**src/fds_pkg.sv**
```systemverilog
// Package for the fall detection state machine: phase and verdict codes,
// register indexes, reset values and the sample and result transaction types.
// Depends on nothing; fall_detect_state_machine imports it.
package fds_pkg;

	// Widths of the configuration port.
	localparam int unsigned CFG_INDEX_W = 8;
	localparam int unsigned CFG_DATA_W  = 32;

	// Extra time beyond the free-fall duration before free fall times out.
	localparam logic [31:0] FF_TIMEOUT_EXTRA_MS = 32'd2000;

	// Register reset values.
	localparam logic [11:0] RST_FREEFALL_LEVEL   = 12'd90;
	localparam logic [11:0] RST_IMPACT_LEVEL     = 12'd640;
	localparam logic [10:0] RST_TILT_ALARM_ANGLE = 11'd600;
	localparam logic [10:0] RST_POSTURE_ANGLE    = 11'd600;
	localparam logic [15:0] RST_FREEFALL_TIME    = 16'd100;
	localparam logic [31:0] RST_TILT_ALARM_TIME  = 32'd10000;
	localparam logic [31:0] RST_POSTURE_WINDOW   = 32'd2000;
	localparam logic [7:0]  RST_VOTE_FRAMES      = 8'd3;

	// Detector phases.
	typedef enum logic [2:0] {
		PH_NORMAL    = 3'd0,
		PH_FREEFALL  = 3'd1,
		PH_IMPACT    = 3'd2,
		PH_POST      = 3'd3,
		PH_CONFIRMED = 3'd4
	} phase_t;

	// Verdict codes.
	typedef enum logic [1:0] {
		VERDICT_NORMAL = 2'd0,
		VERDICT_TILT   = 2'd1,
		VERDICT_FALL   = 2'd2
	} verdict_t;

	// Configuration register indexes.
	typedef enum logic [CFG_INDEX_W-1:0] {
		REG_FREEFALL_LEVEL   = 8'd0,
		REG_IMPACT_LEVEL     = 8'd1,
		REG_TILT_ALARM_ANGLE = 8'd2,
		REG_POSTURE_ANGLE    = 8'd3,
		REG_FREEFALL_TIME    = 8'd4,
		REG_TILT_ALARM_TIME  = 8'd5,
		REG_POSTURE_WINDOW   = 8'd6,
		REG_VOTE_FRAMES      = 8'd7
	} cfg_reg_t;

	// One input sample.
	typedef struct packed {
		logic [31:0] time_ms;
		logic [11:0] accel_level;
		logic [10:0] trunk_angle;
	} sample_t;

	// One result.
	typedef struct packed {
		logic [1:0] verdict;
		logic [2:0] phase;
	} result_t;

	// Outcome of one debounce vote.
	typedef struct packed {
		phase_t     cand;
		logic [7:0] cnt;
		logic       pass;
	} vote_t;

endpackage

```
**src/fall_detect_state_machine.sv**
```systemverilog
// Top level of the fall detection state machine: input register, phase logic,
// tilt alarm, configuration registers and result register.
// Depends on fds_pkg.

// One sample is taken every clock cycle unless the input stalls; each sample gives
// exactly one result, held first in the input register and then in the
// result register. The phase and timer update is a few 32-bit subtractions
// and compares between those two registers. The result register lets a new
// sample enter while an earlier result waits; the input stalls only when a
// sample is waiting and the result register is full and stalled. Fall
// confirmed holds until reset. Configuration writes are always ready and
// take effect on samples that reach the phase logic afterwards.
module fall_detect_state_machine
	import fds_pkg::*;
(
	input  logic                   clk,
	input  logic                   arst_n,
	input  logic                   sample_valid,
	output logic                   sample_stall,
	input  sample_t                sample,
	output logic                   result_valid,
	input  logic                   result_stall,
	output result_t                result,
	input  logic                   cfg_valid,
	output logic                   cfg_ready,
	input  logic [CFG_INDEX_W-1:0] cfg_index,
	input  logic [CFG_DATA_W-1:0]  cfg_value
);

	// Configuration registers.
	logic [11:0] freefall_level_q;
	logic [11:0] impact_level_q;
	logic [10:0] tilt_alarm_angle_q;
	logic [10:0] posture_angle_q;
	logic [15:0] freefall_time_q;
	logic [31:0] tilt_alarm_time_q;
	logic [31:0] posture_window_q;
	logic [7:0]  vote_frames_q;

	// Detector state.
	phase_t      phase_q;
	phase_t      cand_q;
	logic [7:0]  vote_q;
	logic [31:0] fall_start_q;
	logic [31:0] impact_time_q;
	logic [31:0] tilt_start_q;

	// Input stage and result register.
	logic        valid_s1;
	sample_t     sample_s1;
	logic        result_valid_q;
	result_t     result_q;

	// Next-state values.
	phase_t      phase_d;
	phase_t      cand_d;
	logic [7:0]  vote_d;
	logic [31:0] fall_start_d;
	logic [31:0] impact_time_d;
	logic [31:0] tilt_start_d;
	verdict_t    verdict_d;

	logic        advance;
	logic        take_sample;

	// Cast one debounce vote for phase p.
	function automatic vote_t cast_vote(phase_t p, phase_t cand, logic [7:0] cnt,
		logic [7:0] need);
		vote_t v;
		v.cand = p;
		if (cand == p) begin
			v.cnt = cnt + 8'd1;
		end else begin
			v.cnt = 8'd1;
		end
		v.pass = (v.cnt >= need);
		return v;
	endfunction

	// Handshake: the sample in the input stage moves on when the result
	// register is empty or its transaction completes in this cycle.
	assign advance      = valid_s1 && (!result_valid_q || !result_stall);
	assign sample_stall = valid_s1 && result_valid_q && result_stall;
	assign take_sample  = sample_valid && !sample_stall;
	assign result_valid = result_valid_q;
	assign result       = result_q;
	assign cfg_ready    = 1'b1;

	// Configuration writes; an unknown index is ignored.
	always_ff @(posedge clk or negedge arst_n) begin
		if (!arst_n) begin
			freefall_level_q   <= RST_FREEFALL_LEVEL;
			impact_level_q     <= RST_IMPACT_LEVEL;
			tilt_alarm_angle_q <= RST_TILT_ALARM_ANGLE;
			posture_angle_q    <= RST_POSTURE_ANGLE;
			freefall_time_q    <= RST_FREEFALL_TIME;
			tilt_alarm_time_q  <= RST_TILT_ALARM_TIME;
			posture_window_q   <= RST_POSTURE_WINDOW;
			vote_frames_q      <= RST_VOTE_FRAMES;
		end else if (cfg_valid && cfg_ready) begin
			unique case (cfg_reg_t'(cfg_index))
				REG_FREEFALL_LEVEL:   freefall_level_q   <= cfg_value[11:0];
				REG_IMPACT_LEVEL:     impact_level_q     <= cfg_value[11:0];
				REG_TILT_ALARM_ANGLE: tilt_alarm_angle_q <= cfg_value[10:0];
				REG_POSTURE_ANGLE:    posture_angle_q    <= cfg_value[10:0];
				REG_FREEFALL_TIME:    freefall_time_q    <= cfg_value[15:0];
				REG_TILT_ALARM_TIME:  tilt_alarm_time_q  <= cfg_value[31:0];
				REG_POSTURE_WINDOW:   posture_window_q   <= cfg_value[31:0];
				REG_VOTE_FRAMES:      vote_frames_q      <= cfg_value[7:0];
				default: begin
				end
			endcase
		end
	end

	// Input stage valid bit.
	always_ff @(posedge clk or negedge arst_n) begin
		if (!arst_n) begin
			valid_s1 <= 1'b0;
		end else if (take_sample) begin
			valid_s1 <= 1'b1;
		end else if (advance) begin
			valid_s1 <= 1'b0;
		end
	end

	// Input stage payload.
	always_ff @(posedge clk) begin
		if (take_sample) begin
			sample_s1 <= sample;
		end
	end

	// Next phase, debounce votes and phase timers.
	always_comb begin
		vote_t       v;
		logic [31:0] now;
		logic [31:0] ff_timeout;
		now           = sample_s1.time_ms;
		ff_timeout    = 32'(freefall_time_q) + FF_TIMEOUT_EXTRA_MS;
		v             = '0;
		phase_d       = phase_q;
		cand_d        = cand_q;
		vote_d        = vote_q;
		fall_start_d  = fall_start_q;
		impact_time_d = impact_time_q;
		unique case (phase_q)
			PH_NORMAL: begin
				// Low magnitude starts the free-fall timer and votes once
				// it has run long enough; otherwise everything clears.
				if (sample_s1.accel_level < freefall_level_q) begin
					if (fall_start_q == 32'd0) begin
						fall_start_d = now;
					end
					if ((now - fall_start_d) >= 32'(freefall_time_q)) begin
						v      = cast_vote(PH_FREEFALL, cand_d, vote_d, vote_frames_q);
						cand_d = v.cand;
						vote_d = v.cnt;
						if (v.pass) begin
							phase_d = PH_FREEFALL;
						end
					end
				end else begin
					fall_start_d = 32'd0;
					cand_d       = PH_NORMAL;
					vote_d       = 8'd0;
				end
				// The impact vote comes second and wins if it passes.
				if (sample_s1.accel_level > impact_level_q) begin
					v      = cast_vote(PH_IMPACT, cand_d, vote_d, vote_frames_q);
					cand_d = v.cand;
					vote_d = v.cnt;
					if (v.pass) begin
						phase_d = PH_IMPACT;
					end
				end
			end
			PH_FREEFALL: begin
				if (sample_s1.accel_level > impact_level_q) begin
					v      = cast_vote(PH_IMPACT, cand_d, vote_d, vote_frames_q);
					cand_d = v.cand;
					vote_d = v.cnt;
					if (v.pass) begin
						phase_d = PH_IMPACT;
					end
				end
				// A free fall that lasts too long votes back to normal.
				if ((now - fall_start_q) > ff_timeout) begin
					v      = cast_vote(PH_NORMAL, cand_d, vote_d, vote_frames_q);
					cand_d = v.cand;
					vote_d = v.cnt;
					if (v.pass) begin
						phase_d = PH_NORMAL;
					end
				end
			end
			PH_IMPACT: begin
				impact_time_d = now;
				phase_d       = PH_POST;
			end
			PH_POST: begin
				// Lying posture inside the window votes for a confirmed fall.
				if ((now - impact_time_q) <= posture_window_q) begin
					if (sample_s1.trunk_angle > posture_angle_q) begin
						v      = cast_vote(PH_CONFIRMED, cand_d, vote_d, vote_frames_q);
						cand_d = v.cand;
						vote_d = v.cnt;
						if (v.pass) begin
							phase_d = PH_CONFIRMED;
						end
					end
				end else begin
					phase_d = PH_NORMAL;
				end
			end
			default: begin
				phase_d = PH_CONFIRMED;
			end
		endcase
		// Entering a phase restarts the debounce.
		if (phase_d != phase_q || phase_d == PH_CONFIRMED) begin
			cand_d = phase_d;
			vote_d = 8'd0;
		end
	end

	// Verdict and tilt alarm timer, from the phase after this sample.
	always_comb begin
		logic [31:0] now;
		now          = sample_s1.time_ms;
		tilt_start_d = tilt_start_q;
		verdict_d    = (phase_d == PH_CONFIRMED) ? VERDICT_FALL : VERDICT_NORMAL;
		if (phase_d == PH_NORMAL && sample_s1.trunk_angle > tilt_alarm_angle_q) begin
			if (tilt_start_q == 32'd0) begin
				tilt_start_d = now;
			end
			if ((now - tilt_start_d) >= tilt_alarm_time_q) begin
				verdict_d = VERDICT_TILT;
			end
		end else if (sample_s1.trunk_angle <= tilt_alarm_angle_q) begin
			tilt_start_d = 32'd0;
		end
	end

	// Detector state and result valid bit.
	always_ff @(posedge clk or negedge arst_n) begin
		if (!arst_n) begin
			phase_q        <= PH_NORMAL;
			cand_q         <= PH_NORMAL;
			vote_q         <= 8'd0;
			fall_start_q   <= 32'd0;
			impact_time_q  <= 32'd0;
			tilt_start_q   <= 32'd0;
			result_valid_q <= 1'b0;
		end else begin
			if (advance) begin
				phase_q        <= phase_d;
				cand_q         <= cand_d;
				vote_q         <= vote_d;
				fall_start_q   <= fall_start_d;
				impact_time_q  <= impact_time_d;
				tilt_start_q   <= tilt_start_d;
				result_valid_q <= 1'b1;
			end else if (!result_stall) begin
				result_valid_q <= 1'b0;
			end
		end
	end

	// Result payload.
	always_ff @(posedge clk) begin
		if (advance) begin
			result_q.verdict <= verdict_d;
			result_q.phase   <= phase_d;
		end
	end

`ifndef SYNTHESIS
	// A confirmed fall is never left.
	a_confirmed_holds: assert property (@(posedge clk) disable iff (!arst_n)
		phase_q == PH_CONFIRMED |=> phase_q == PH_CONFIRMED)
		else $error("confirmed phase was left");

	// A phase change always restarts the debounce count.
	a_vote_cleared: assert property (@(posedge clk) disable iff (!arst_n)
		(advance && phase_d != phase_q) |=> vote_q == 8'd0)
		else $error("vote count not cleared on phase change");

	// A waiting result always reports the current phase.
	a_result_phase: assert property (@(posedge clk) disable iff (!arst_n)
		result_valid |-> result.phase == phase_q)
		else $error("result phase differs from detector phase");

	// Every sample that leaves the input stage produces a result.
	a_advance_result: assert property (@(posedge clk) disable iff (!arst_n)
		advance |=> result_valid)
		else $error("sample processed without a result");
`endif

endmodule
```
**config.mk**
```make
export PLATFORM = sky130hd
export DESIGN_NAME = fall_detect_state_machine
export DESIGN_NICKNAME = d
export VERILOG_FILES = /design/src/fds_pkg.sv /design/src/fall_detect_state_machine.sv
export SDC_FILE = /design/constraint.sdc
export NUM_CORES = 1
export LEC_CHECK = 0
export ABC_CLOCK_PERIOD_IN_PS = 14700
export BUFFER_PORTS_ARGS = -buffer_cell sky130_fd_sc_hd__clkbuf_2
export CORE_ASPECT_RATIO = 1.25
export CORE_UTILIZATION = 55
export CTS_CLUSTER_SIZE = 40
export DETAILED_ROUTE_END_ITERATION = 16
export PLACE_DENSITY = 0.68
export SETUP_SLACK_MARGIN = 0.5
export SLEW_MARGIN = 15
export SYNTH_ARGS = -nofsm -noshare
export SYNTH_HDL_FRONTEND = slang
export SYNTH_SLANG_ARGS = --single-unit
```
**constraint.sdc**
```tcl
create_clock -name clk -period 14.7 [get_ports clk]
set_input_delay 2.94 -clock clk [delete_from_list [all_inputs] [get_ports clk]]
set_output_delay 2.94 -clock clk [all_outputs]
set_load 0.02 [all_outputs]
```
==> summary.txt, run 1 <==
Logic synthesis
  • Main combinational cell family by area after synthesis: compound AO/OA/AOI/OAI gates
  • Nets in the synthesized netlist: 3145
  • Cell with the most instances after synthesis: sky130_fd_sc_hd__ha_1
  • Synth Area in Simple Gates: 14.53%
  • Yosys warning total: 0
  • Synth Area in XOR/XNOR: 3.882%
  • Most common flop cell mapped by yosys: sky130_fd_sc_hd__dfrtp_1
  • Portion of the post-synthesis area used by sequential elements: 32.51%
  • Area share of fa/ha/maj cells after synthesis: 16.10%
  • Leading cell types by total area after synthesis: sky130_fd_sc_hd__dfrtp_1, sky130_fd_sc_hd__ha_1, sky130_fd_sc_hd__edfxtp_1
  • Total of flip-flops plus latches after synthesis: 306
  • Synth Area per Inst: 9.005 um2
  • Post-synth EDFFs: 60
  • Post-synth design cell area: 24590 um2
  • Commonest cells in the netlist: sky130_fd_sc_hd__ha_1, sky130_fd_sc_hd__inv_1, sky130_fd_sc_hd__a21oi_1, sky130_fd_sc_hd__nand2_1, sky130_fd_sc_hd__dfrtp_1
  • Post-synthesis mux area share: 6.853%
  • Async S/R FF share, synth: 80.39%
  • Cell taking the most area after synthesis: sky130_fd_sc_hd__dfrtp_1
  • Post-Syn Instances: 2731
  • Fraction of the mapped netlist area in compound gates: 20.80%
  • Post-synth cell types: 93
  • Area share of the leading cell type in the synthesized netlist: 21.98%

Setup path
  • Crit path kind: reg2reg
  • Critical-path cell with the highest stage delay: sky130_fd_sc_hd__nand4b_2
  • Kind of start point of the critical path: flip-flop
  • Most common cell type on the critical path: sky130_fd_sc_hd__ha_1
  • Peak per-stage delay on the critical path: 0.51 ns
  • CP Data Required Time: 15.14 ns
  • Maximum fanout along the worst path: 62
  • Data arrival, critical path: 11.13 ns
  • Capturing element type of the critical path: flip-flop
  • Number of cells traversed by the worst register-to-register path: 44

Place
  • Half-perimeter wire length of the detailed placement result: 54300 um
  • Number of buffers inserted by port buffering: 106
  • Final Wtd Congestion: 0.9735

Power
  • Power density over the cells: 204.7 nW/um2
  • Gate power share: 62.7%
  • Int Pwr: 2.974 mW
  • Share of total power in the clock network: 16.7%
  • Max rail drop VDD: 141.9 uV
  • Net load switching power: 2.522 mW
  • Total power draw: 5.495 mW
  • Net switching share of the total power: 45.89%
  • Seq pwr share: 20.6%
  • Static Leak: 11.99 nW

Clock network
  • Number of gates given a new drive strength after cts: 0
  • Hold buffers post-CTS: 0
  • Latest clock arrival within the worst-skew pair: 0.55 ns
  • CTS tree: done
  • Post-CTS clock slew at the launch and capture registers of the worst setup and hold paths: 0.06 ns
  • Number of setup buffers added after CTS: 0
  • Largest buffer count on any clock path: 3
  • Clock root buffer: sky130_fd_sc_hd__clkbuf_16
  • Clock sink count: 306
  • CTS buffer count: 37
  • CTS H-tree depth: 2

Finish
  • Area overhead of the layout relative to synthesis: 9.137%
  • Sequential cell area: 7995 um2
  • Fillers: 3858
  • Antenna diode count: 0
  • Number of nets in the finished design: 3211
  • Area of the multi-input gates: 15330 um2
  • Fraction of final layout cells with drive strength greater than 1: 13.88%

Detailed routing
  • Per-cell routed wire length: 20.91 um
  • Routed Wire Length: 71040 um
  • Vias after detailed routing: 21129
  • Post-route ant nets: 0
  • TritonRoute pass-1 iters: 5
  • DR DRC count: 0
  • Post-DR vias/cell: 6.220
  • Initial DRC Count: 1538

Timing
  • Total Neg Setup Slack: 0 ns
  • Measured slew at the worst slew-check pin: 1.097 ns
  • Max-slew violations: 0
  • Achievable clock frequency: 0.09354 GHz
  • Tightest slew margin relative to the limit: 26.86%
  • Worst setup skew after layout: 0.02024 ns
  • Unrepaired setup endpoints after global routing: false
  • Final period utilization: 72.73%
  • Final number of setup-violating endpoints: 0
  • Final Hold Viols: 0
  • Final min period: 10.69 ns

Global route
  • Total congestion overflow after global routing: 0
  • Antenna violations before repair: 0
  • Number of global-route vias before repair: 20812
  • First-pass GRT wire length: 111800 um
  • Largest net degree at the start of global routing: 127
  • Global-route total usage across every layer: 31.44%

Floorplanning
  • Row count: 86
  • Chip height: 238.4 um
  • I/O pins: 108
  • Die width: 191.1 um
  • Die Footprint: 45570 um2
  • Effective utilization at floorplan: 55.75%
  • Core outline area: 44120 um2

Flow run
  • Max-Cap Viols: 0

Worst hold path
  • Class of the worst hold path: reg2reg
  • Hold Crit Depth: 2

Outcome
  • Outcome: completed
[stage by stage]
step	hold slack, ns	utilization [%]	cells	setup WS [ns]	instance area, um2
finish	0.4918	60.84	3397	4.009	26840
CTS	0.4977	60.82	3397	4.044	26830
floorplan	0.4563	-	2731	5.938	24590
detailed placement	0.4820	58.08	3330	4.091	25620
global placement	0.4677	58.08	3330	4.421	25620
global route	0.5099	60.84	3397	3.183	26840
[area by class of cell]
cell class / instances / area share [%]
multi-input cells: 2083 / 57.12
flip-flops and latches: 306 / 29.79
clock buffers: 55 / 4.004
inverters: 246 / 3.440
well taps: 572 / 2.666
repair buffers: 123 / 2.489
clock inverters: 12 / 0.4941
[registers in the layout (all words and copies together), names as in the netlist]
register and cells:
vote_q 8, vote_frames_q 8, posture_angle_q 11, tilt_alarm_time_q 32, result_valid 1, freefall_level_q 12
posture_window_q 32, fall_start_q 32, tilt_alarm_angle_q 11, sample_s1 55, tilt_start_q 32, cand_q 3
freefall_time_q 16, impact_level_q 12, result 5, valid_s1 1, phase_q 3, impact_time_q 32
[final timing paths]
check,from,to,slack [ns]
worst max-delay path,fall_start_q[18],tilt_start_q[0],4.01
max in group asynchronous,arst_n,tilt_alarm_time_q[2],10.65
min in group asynchronous,arst_n,posture_window_q[24],2.51
worst min-delay path,impact_time_q[0],impact_time_q[0],0.49
worst min register to register,impact_time_q[0],impact_time_q[0],0.49
worst max register to register,fall_start_q[18],tilt_start_q[0],4.01
[logic make-up (layout without fill, tap and decap cells)]
group,Yosys count,count (layout)
and+or+nand+nor,721,721
xor gates and xnor gates,109,109
AOI/OAI and AO/OA,787,787
buffers and inverters,342,436
other,1,1
muxes,151,151
adders and majority gates,314,314
DFF,306,306
[cell usage in the layout (no fill, tap or decap), drive strengths merged, types with 11 or more instances in the layout]
| cell | count |
|---|---|
| nand4 | 46 |
| nor4 | 32 |
| or3 | 23 |
| nand2b | 30 |
| o31ai | 66 |
| ha | 310 |
| mux2 | 133 |
| a211oi | 20 |
| and2 | 14 |
| xor2 | 40 |
| nor2 | 151 |
| o21ai | 170 |
| a31oi | 18 |
| o211ai | 22 |
| a2111oi | 12 |
| a21o | 72 |
| inv | 247 |
| nor2b | 32 |
| dfstp | 30 |
| o21a | 39 |
| a21oi | 240 |
| nor3 | 43 |
| or2 | 13 |
| o2111ai | 11 |
| edfxtp | 60 |
| and3 | 23 |
| clkbuf | 160 |
| nand3 | 53 |
| xnor2 | 69 |
| mux2i | 18 |
| o21bai | 20 |
| nand2 | 221 |
| dfrtp | 216 |
| nand3b | 12 |
| buf | 18 |
[critical path, delay by kind of cell, from the launching register on]
kind                       cells  cell delay [ns]
AOI/OAI and AO/OA             12             2.00
xor gates and xnor gates       1             0.17
adders and majority gates      5             1.43
buffers and inverters          3             0.91
DFF                            1             0.41
muxes                          3             0.88
and+or+nand+nor               20             4.76
[power groups by stage]
| stage | combinational, mW | sequential [mW] | clock [mW] |
|---|---|---|---|
| after global routing | 3.87 | 1.15 | 0.962 |
| after global placement | 3.29 | 1.14 | 0 |
| after CTS | 3.41 | 1.13 | 0.934 |
| after detailed placement | 3.38 | 1.14 | 0 |
| final | 3.45 | 1.13 | 0.916 |
| after floorplan | 2.62 | 1.08 | 0 |
[layer usage]
metal / global-route usage (%) / vias to the layer above / part of all wire (%)
met3: 3.501 / 171 / 5.5
met5: 0 / - / 0
met2: 53.56 / 731 / 48
li1: - / 10127 / -
met4: 13.68 / 0 / 4.4
met1: 40.02 / 10100 / 42
(Power assumes the default switching activity.)
==> run 2, diff against run 1 <==
--- a/config.mk
+++ b/config.mk
@@ -5,7 +5,7 @@
 export SDC_FILE = /design/constraint.sdc
 export NUM_CORES = 1
 export LEC_CHECK = 0
-export ABC_CLOCK_PERIOD_IN_PS = 14700
+export ABC_CLOCK_PERIOD_IN_PS = 10400
 export BUFFER_PORTS_ARGS = -buffer_cell sky130_fd_sc_hd__clkbuf_2
 export CORE_ASPECT_RATIO = 1.25
 export CORE_UTILIZATION = 55
==> constraint.sdc (replaced) <==
create_clock -name clk -period 10.4 [get_ports clk]
set_input_delay 2.08 -clock clk [delete_from_list [all_inputs] [get_ports clk]]
set_output_delay 2.08 -clock clk [all_outputs]
set_load 0.02 [all_outputs]
==> run 2 against run 1 <==
  * Clock skew hardly changed
  * Register-to-register slack lost 2.9 ns
  * Design area rose by 0.78%
  * Die area stayed put
  * First-iteration DRC count increased by 1.6%
  * Via count increased by 0.73%
  * Non-clock buffer count increased by 7
  * Fmax grew 15%
  * Critical path depth is 2 lower
  * Sequential power grew 42%
  * Routed wire length is 1.9% higher
  * Sequential share of layout area down 0.23 points
==> summary.txt, run 2 (same netlist as run 1, synthesis figures left out) <==
Setup path
  • Data arrival, critical path: 9.71 ns
  • CP Data Required Time: 10.84 ns
  • Maximum fanout along the worst path: 62
  • Launch point of the worst reg-to-reg path: fall_start_q[18]
  • Capturing element type of the critical path: flip-flop
  • Peak per-stage delay on the critical path: 0.50 ns
  • Critical Path Source: fall_start_q[18]
  • Crit path kind: reg2reg
  • Critical-path cell with the highest stage delay: sky130_fd_sc_hd__or4_1
  • Kind of start point of the critical path: flip-flop
  • R2r setup slk: 1.13 ns

Timing
  • Final min period: 9.268 ns
  • Final number of setup-violating endpoints: 0
  • Worst setup skew after layout: 0.02043 ns
  • Final period utilization: 89.12%
  • Max-slew violations: 0
  • Achievable clock frequency: 0.1079 GHz
  • Total Neg Setup Slack: 0 ns
  • Measured slew at the worst slew-check pin: 1.110 ns
  • Tightest slew margin relative to the limit: 24.10%
  • Unrepaired setup endpoints after global routing: false
  • Final Hold Viols: 0

Finish
  • Flip-flop count of the largest register after layout: 55
  • Number of nets in the finished design: 3218
  • Fin util: 61.31%
  • Most common library cell in the layout ignoring fill and taps: sky130_fd_sc_hd__ha_1
  • Final design area excluding fillers: 27050 um2
  • Fillers: 3841
  • Most used cells in the layout excluding fill and tap cells: sky130_fd_sc_hd__ha_1, sky130_fd_sc_hd__inv_1, sky130_fd_sc_hd__a21oi_1
  • Largest Register: sample_s1
  • Finished Layout Cells: 3406
  • Area overhead of the layout relative to synthesis: 9.987%
  • Fraction of final layout cells with drive strength greater than 1: 14.76%

Place
  • Placed cell areas: 25650 um2
  • Number of instances in the placed design: 3334
  • Half-perimeter wire length of the detailed placement result: 55280 um
  • Final Wtd Congestion: 1.007
  • Number of buffers inserted by port buffering: 106

Floorplanning
  • I/O pins: 108
  • Chip height: 238.4 um
  • Die Footprint: 45570 um2
  • Die width: 191.1 um
  • Core outline area: 44120 um2
  • Effective utilization at floorplan: 55.75%
  • Row count: 86

Clock network
  • CTS H-tree depth: 2
  • Largest buffer count on any clock path: 3
  • Latest clock arrival within the worst-skew pair: 0.56 ns
  • Clock sink count: 306
  • CTS buffer count: 37
  • CTS tree: done
  • Post-CTS clock slew at the launch and capture registers of the worst setup and hold paths: 0.06 ns
  • Clock root buffer: sky130_fd_sc_hd__clkbuf_16

Detailed routing
  • Post-DR vias/cell: 6.249
  • Initial DRC Count: 1563
  • TritonRoute pass-1 iters: 6
  • Routed Wire Length: 72350 um
  • Vias after detailed routing: 21284
  • Per-cell routed wire length: 21.24 um
  • Post-route ant nets: 0
  • DR DRC count: 0

Power
  • Power density over the cells: 292.0 nW/um2
  • Static Leak: 12.08 nW
  • Max rail drop VDD: 210.4 uV

Global route
  • First-pass GRT wire length: 113100 um
  • Total congestion overflow after global routing: 0
  • Global-route total usage across every layer: 31.92%
  • Largest net degree at the start of global routing: 117
  • Number of global-route vias before repair: 20905
  • Antenna violations before repair: 0

Outcome
  • Outcome: completed

Flow run
  • Max-Cap Viols: 0

Worst hold path
  • Worst Hold Launch: impact_time_q[0]
  • Class of the worst hold path: reg2reg
-- run 2: per-layer routing --
layer / global-route usage [%] / part of all wire, %
met2: 54.64 / 49
met5: 0 / 0
met1: 39.58 / 41
met4: 14.29 / 4.2
met3: 4.633 / 5.7
-- run 2: critical path: cells and delay by family, from the launching register on --
family          cells  cell delay [ns]
mux                 3             0.75
fa+ha+maj           4             1.20
simple gates       22             4.53
buf+inv             2             0.55
flops               1             0.42
compound gates     10             1.48
xor+xnor            1             0.18
-- run 2: worst paths after layout --
check                                             to  depth (start not counted)
min in group asynchronous       posture_window_q[26]                          1
worst min-delay path                impact_time_q[0]                          2
max in group asynchronous           vote_frames_q[6]                          2
worst min register to register      impact_time_q[0]                          2
worst max register to register       tilt_start_q[0]                         42
worst max-delay path                 tilt_start_q[0]                         42
-- run 2: what timing repair did --
| action | CTS | global route |
|---|---|---|
| hold buffers | 0 | 0 |
| buffers inserted | 0 | 3 |
| setup endpoints to repair | 5 | 44 |
| gates resized for setup | 1 | 19 |
| pin swaps | 0 | 5 |
-- run 2: final cells by class --
class	instances	area [um2]	area share, %
multi-input cells	2083	15380	56.86
flip-flops and latches	306	7995	29.56
clock buffers	49	1064	3.932
inverters	246	923.4	3.414
repair buffers	130	735.7	2.720
well taps	572	715.7	2.646
clock inverters	18	230.2	0.8511
diodes	2	5.005	0.01850
-- run 2: metrics by stage --
stage	hold WS [ns]	setup WS, ns	total power [mW]
2_1_floorplan	0.4563	1.638	5.216
3_3_place_gp	0.4699	0.7322	6.268
3_5_place_dp	0.4874	0.5109	6.410
4_1_cts	0.5010	0.5045	7.849
5_1_grt	0.5101	0.4563	8.582
6_report	0.4977	1.132	7.898
-- run 2: power by group --
| group | switching, mW | internal, mW |
|---|---|---|
| Combinational | 2.86 | 2.06 |
| Sequential | 0.194 | 1.41 |
| Clock | 0.531 | 0.846 |
| Total | 3.58 | 4.31 |
==> run 3, diff against run 2 <==
--- a/config.mk
+++ b/config.mk
@@ -5,7 +5,7 @@
 export SDC_FILE = /design/constraint.sdc
 export NUM_CORES = 1
 export LEC_CHECK = 0
-export ABC_CLOCK_PERIOD_IN_PS = 10400
+export ABC_CLOCK_PERIOD_IN_PS = 9950
 export BUFFER_PORTS_ARGS = -buffer_cell sky130_fd_sc_hd__clkbuf_2
 export CORE_ASPECT_RATIO = 1.25
 export CORE_UTILIZATION = 55
==> constraint.sdc (replaced) <==
create_clock -name clk -period 9.95 [get_ports clk]
set_input_delay 1.99 -clock clk [delete_from_list [all_inputs] [get_ports clk]]
set_output_delay 1.99 -clock clk [all_outputs]
set_load 0.02 [all_outputs]
==> run 3 against run 2 <==
  * Non-clock buffer count grew 12
  * Utilization increased by 0.48 points
  * Hold slack better by 0.0037 ns
  * Cell count is 0.29% higher
  * Critical path type unchanged
  * Largest cell class unchanged
==> summary.txt, run 3 (same netlist as run 1, synthesis figures left out) <==
Outcome
  • Outcome: completed

Setup path
  • Kind of start point of the critical path: flip-flop
  • Data arrival, critical path: 9.62 ns
  • Critical-path cell with the highest stage delay: sky130_fd_sc_hd__or4_1
  • Crit path kind: reg2reg
  • Most common cell type on the critical path: sky130_fd_sc_hd__ha_1
  • Maximum fanout along the worst path: 8
  • R2r setup slk: 0.83 ns
  • Peak per-stage delay on the critical path: 0.49 ns
  • CP Data Required Time: 10.45 ns
  • Capturing element type of the critical path: flip-flop

Floorplanning
  • Die Footprint: 45570 um2
  • Die width: 191.1 um
  • Core outline area: 44120 um2
  • I/O pins: 108
  • Chip height: 238.4 um
  • Effective utilization at floorplan: 55.75%
  • Row count: 86

Detailed routing
  • Routed Wire Length: 73180 um
  • Post-route ant nets: 0
  • Per-cell routed wire length: 21.42 um
  • TritonRoute pass-1 iters: 5
  • DR DRC count: 0
  • Initial DRC Count: 1554
  • Post-DR vias/cell: 6.296
  • Vias after detailed routing: 21506

Place
  • Half-perimeter wire length of the detailed placement result: 55500 um
  • Final Wtd Congestion: 0.9823
  • Number of buffers inserted by port buffering: 106
  • Pre-CTS setup slack: 0.01534 ns
  • Placed cell areas: 25700 um2

Finish
  • Number of nets in the finished design: 3230
  • Flip-flop count of the largest register after layout: 55
  • Fraction of final layout cells with drive strength greater than 1: 15.37%
  • Final design area excluding fillers: 27260 um2
  • Area overhead of the layout relative to synthesis: 10.84%
  • Largest Register: sample_s1
  • Most used cells in the layout excluding fill and tap cells: sky130_fd_sc_hd__ha_1, sky130_fd_sc_hd__inv_1, sky130_fd_sc_hd__a21oi_1
  • Antenna diode count: 0
  • Most common library cell in the layout ignoring fill and taps: sky130_fd_sc_hd__ha_1

Global route
  • Total congestion overflow after global routing: 0
  • First-pass GRT wire length: 114000 um
  • Antenna violations before repair: 0
  • Largest net degree at the start of global routing: 131
  • Global-route total usage across every layer: 32.21%
  • Number of global-route vias before repair: 20796

Power
  • Net load switching power: 3.796 mW
  • Static Leak: 12.18 nW
  • Int Pwr: 4.553 mW
  • Gate power share: 62.3%
  • Net switching share of the total power: 45.47%
  • Max rail drop VDD: 195.3 uV
  • Share of total power in the clock network: 17.5%
  • Power density over the cells: 306.3 nW/um2
  • Seq pwr share: 20.2%

Timing
  • Unrepaired setup endpoints after global routing: false
  • Measured slew at the worst slew-check pin: 1.113 ns
  • Tightest slew margin relative to the limit: 25.77%
  • Final period utilization: 91.67%
  • Final Hold Viols: 0
  • Total Neg Setup Slack: 0 ns
  • Final number of setup-violating endpoints: 0
  • Worst setup skew after layout: 0.02088 ns
  • Achievable clock frequency: 0.1096 GHz
  • Max-slew violations: 0
  • Final min period: 9.121 ns
  • Final setup slack of the worst path: 0.8292 ns

Clock network
  • CTS buffer count: 37
  • Clock root buffer: sky130_fd_sc_hd__clkbuf_16
  • Clock sink count: 306
  • Largest buffer count on any clock path: 3
  • CTS H-tree depth: 2
  • CTS tree: done
  • Post-CTS clock slew at the launch and capture registers of the worst setup and hold paths: 0.06 ns
  • Latest clock arrival within the worst-skew pair: 0.56 ns

Flow run
  • Max-Cap Viols: 0

Worst hold path
  • Class of the worst hold path: reg2reg
==> run 3: final cells by class <==
cell class | instances | area [um2]
Fill cell | 3881 | 16860
Multi-Input combinational cell | 2083 | 15480
Sequential cell | 306 | 7998
Clock buffer | 54 | 1114
Inverter | 246 | 923.4
Timing Repair Buffer | 142 | 838.3
Tap cell | 572 | 715.7
Clock inverter | 13 | 195.2
==> run 3: layer usage <==
layer | track usage, % | vias up | part of all wire [%]
met5 | 0 | - | 0
met4 | 14.62 | 0 | 4.5
met3 | 3.868 | 167 | 5.1
met2 | 55.17 | 704 | 49
met1 | 40.32 | 10463 | 42
li1 | - | 10172 | -
==> run 3: worst paths after layout <==
path | from | end | cells past startpoint
worst max-delay path | fall_start_q[0] | vote_q[7] | 42
worst min-delay path | valid_s1 | result_valid | 1
worst max register to register | fall_start_q[0] | vote_q[7] | 42
worst min register to register | valid_s1 | result_valid | 1
max in group asynchronous | arst_n | vote_q[3] | 2
min in group asynchronous | arst_n | posture_window_q[23] | 1
==> run 3: critical path, delay by kind of cell (launching register included) <==
kind            cells  cell delay [ns]
compound gates     14             2.50
xor+xnor            1             0.13
fa+ha+maj           4             1.08
buf+inv             2             0.33
flops               1             0.46
mux                 2             0.39
simple gates       19             4.13
==> run 3: per-stage QoR <==
stage / power [mW] / hold slack [ns] / utilization (%) / instances
after detailed placement: 6.712 / 0.4876 / 58.25 / 3338
after floorplan: 5.452 / 0.4563 / - / 2731
after global placement: 6.567 / 0.4676 / 58.25 / 3338
after global routing: 9.056 / 0.5151 / 61.79 / 3416
after CTS: 8.260 / 0.4969 / 61.36 / 3407
final: 8.349 / 0.5014 / 61.79 / 3416
==> run 3: power by group through the flow <==
stage	sequential, mW	clock [mW]	combinational (mW)
2_1_floorplan	1.59	0	3.86
3_5_place_dp	1.69	0	5.02
6_report	1.69	1.46	5.20
3_3_place_gp	1.68	0	4.89
4_1_cts	1.67	1.48	5.10
5_1_grt	1.71	1.53	5.82
==> run 3: timing repair <==
action,4_1_cts,5_1_grt
hold endpoints to repair,0,0
gates cloned,0,0
hold buffers,0,0
buffers inserted,2,9
setup endpoints to repair,44,45
resized for setup,11,25
pin swaps,2,16
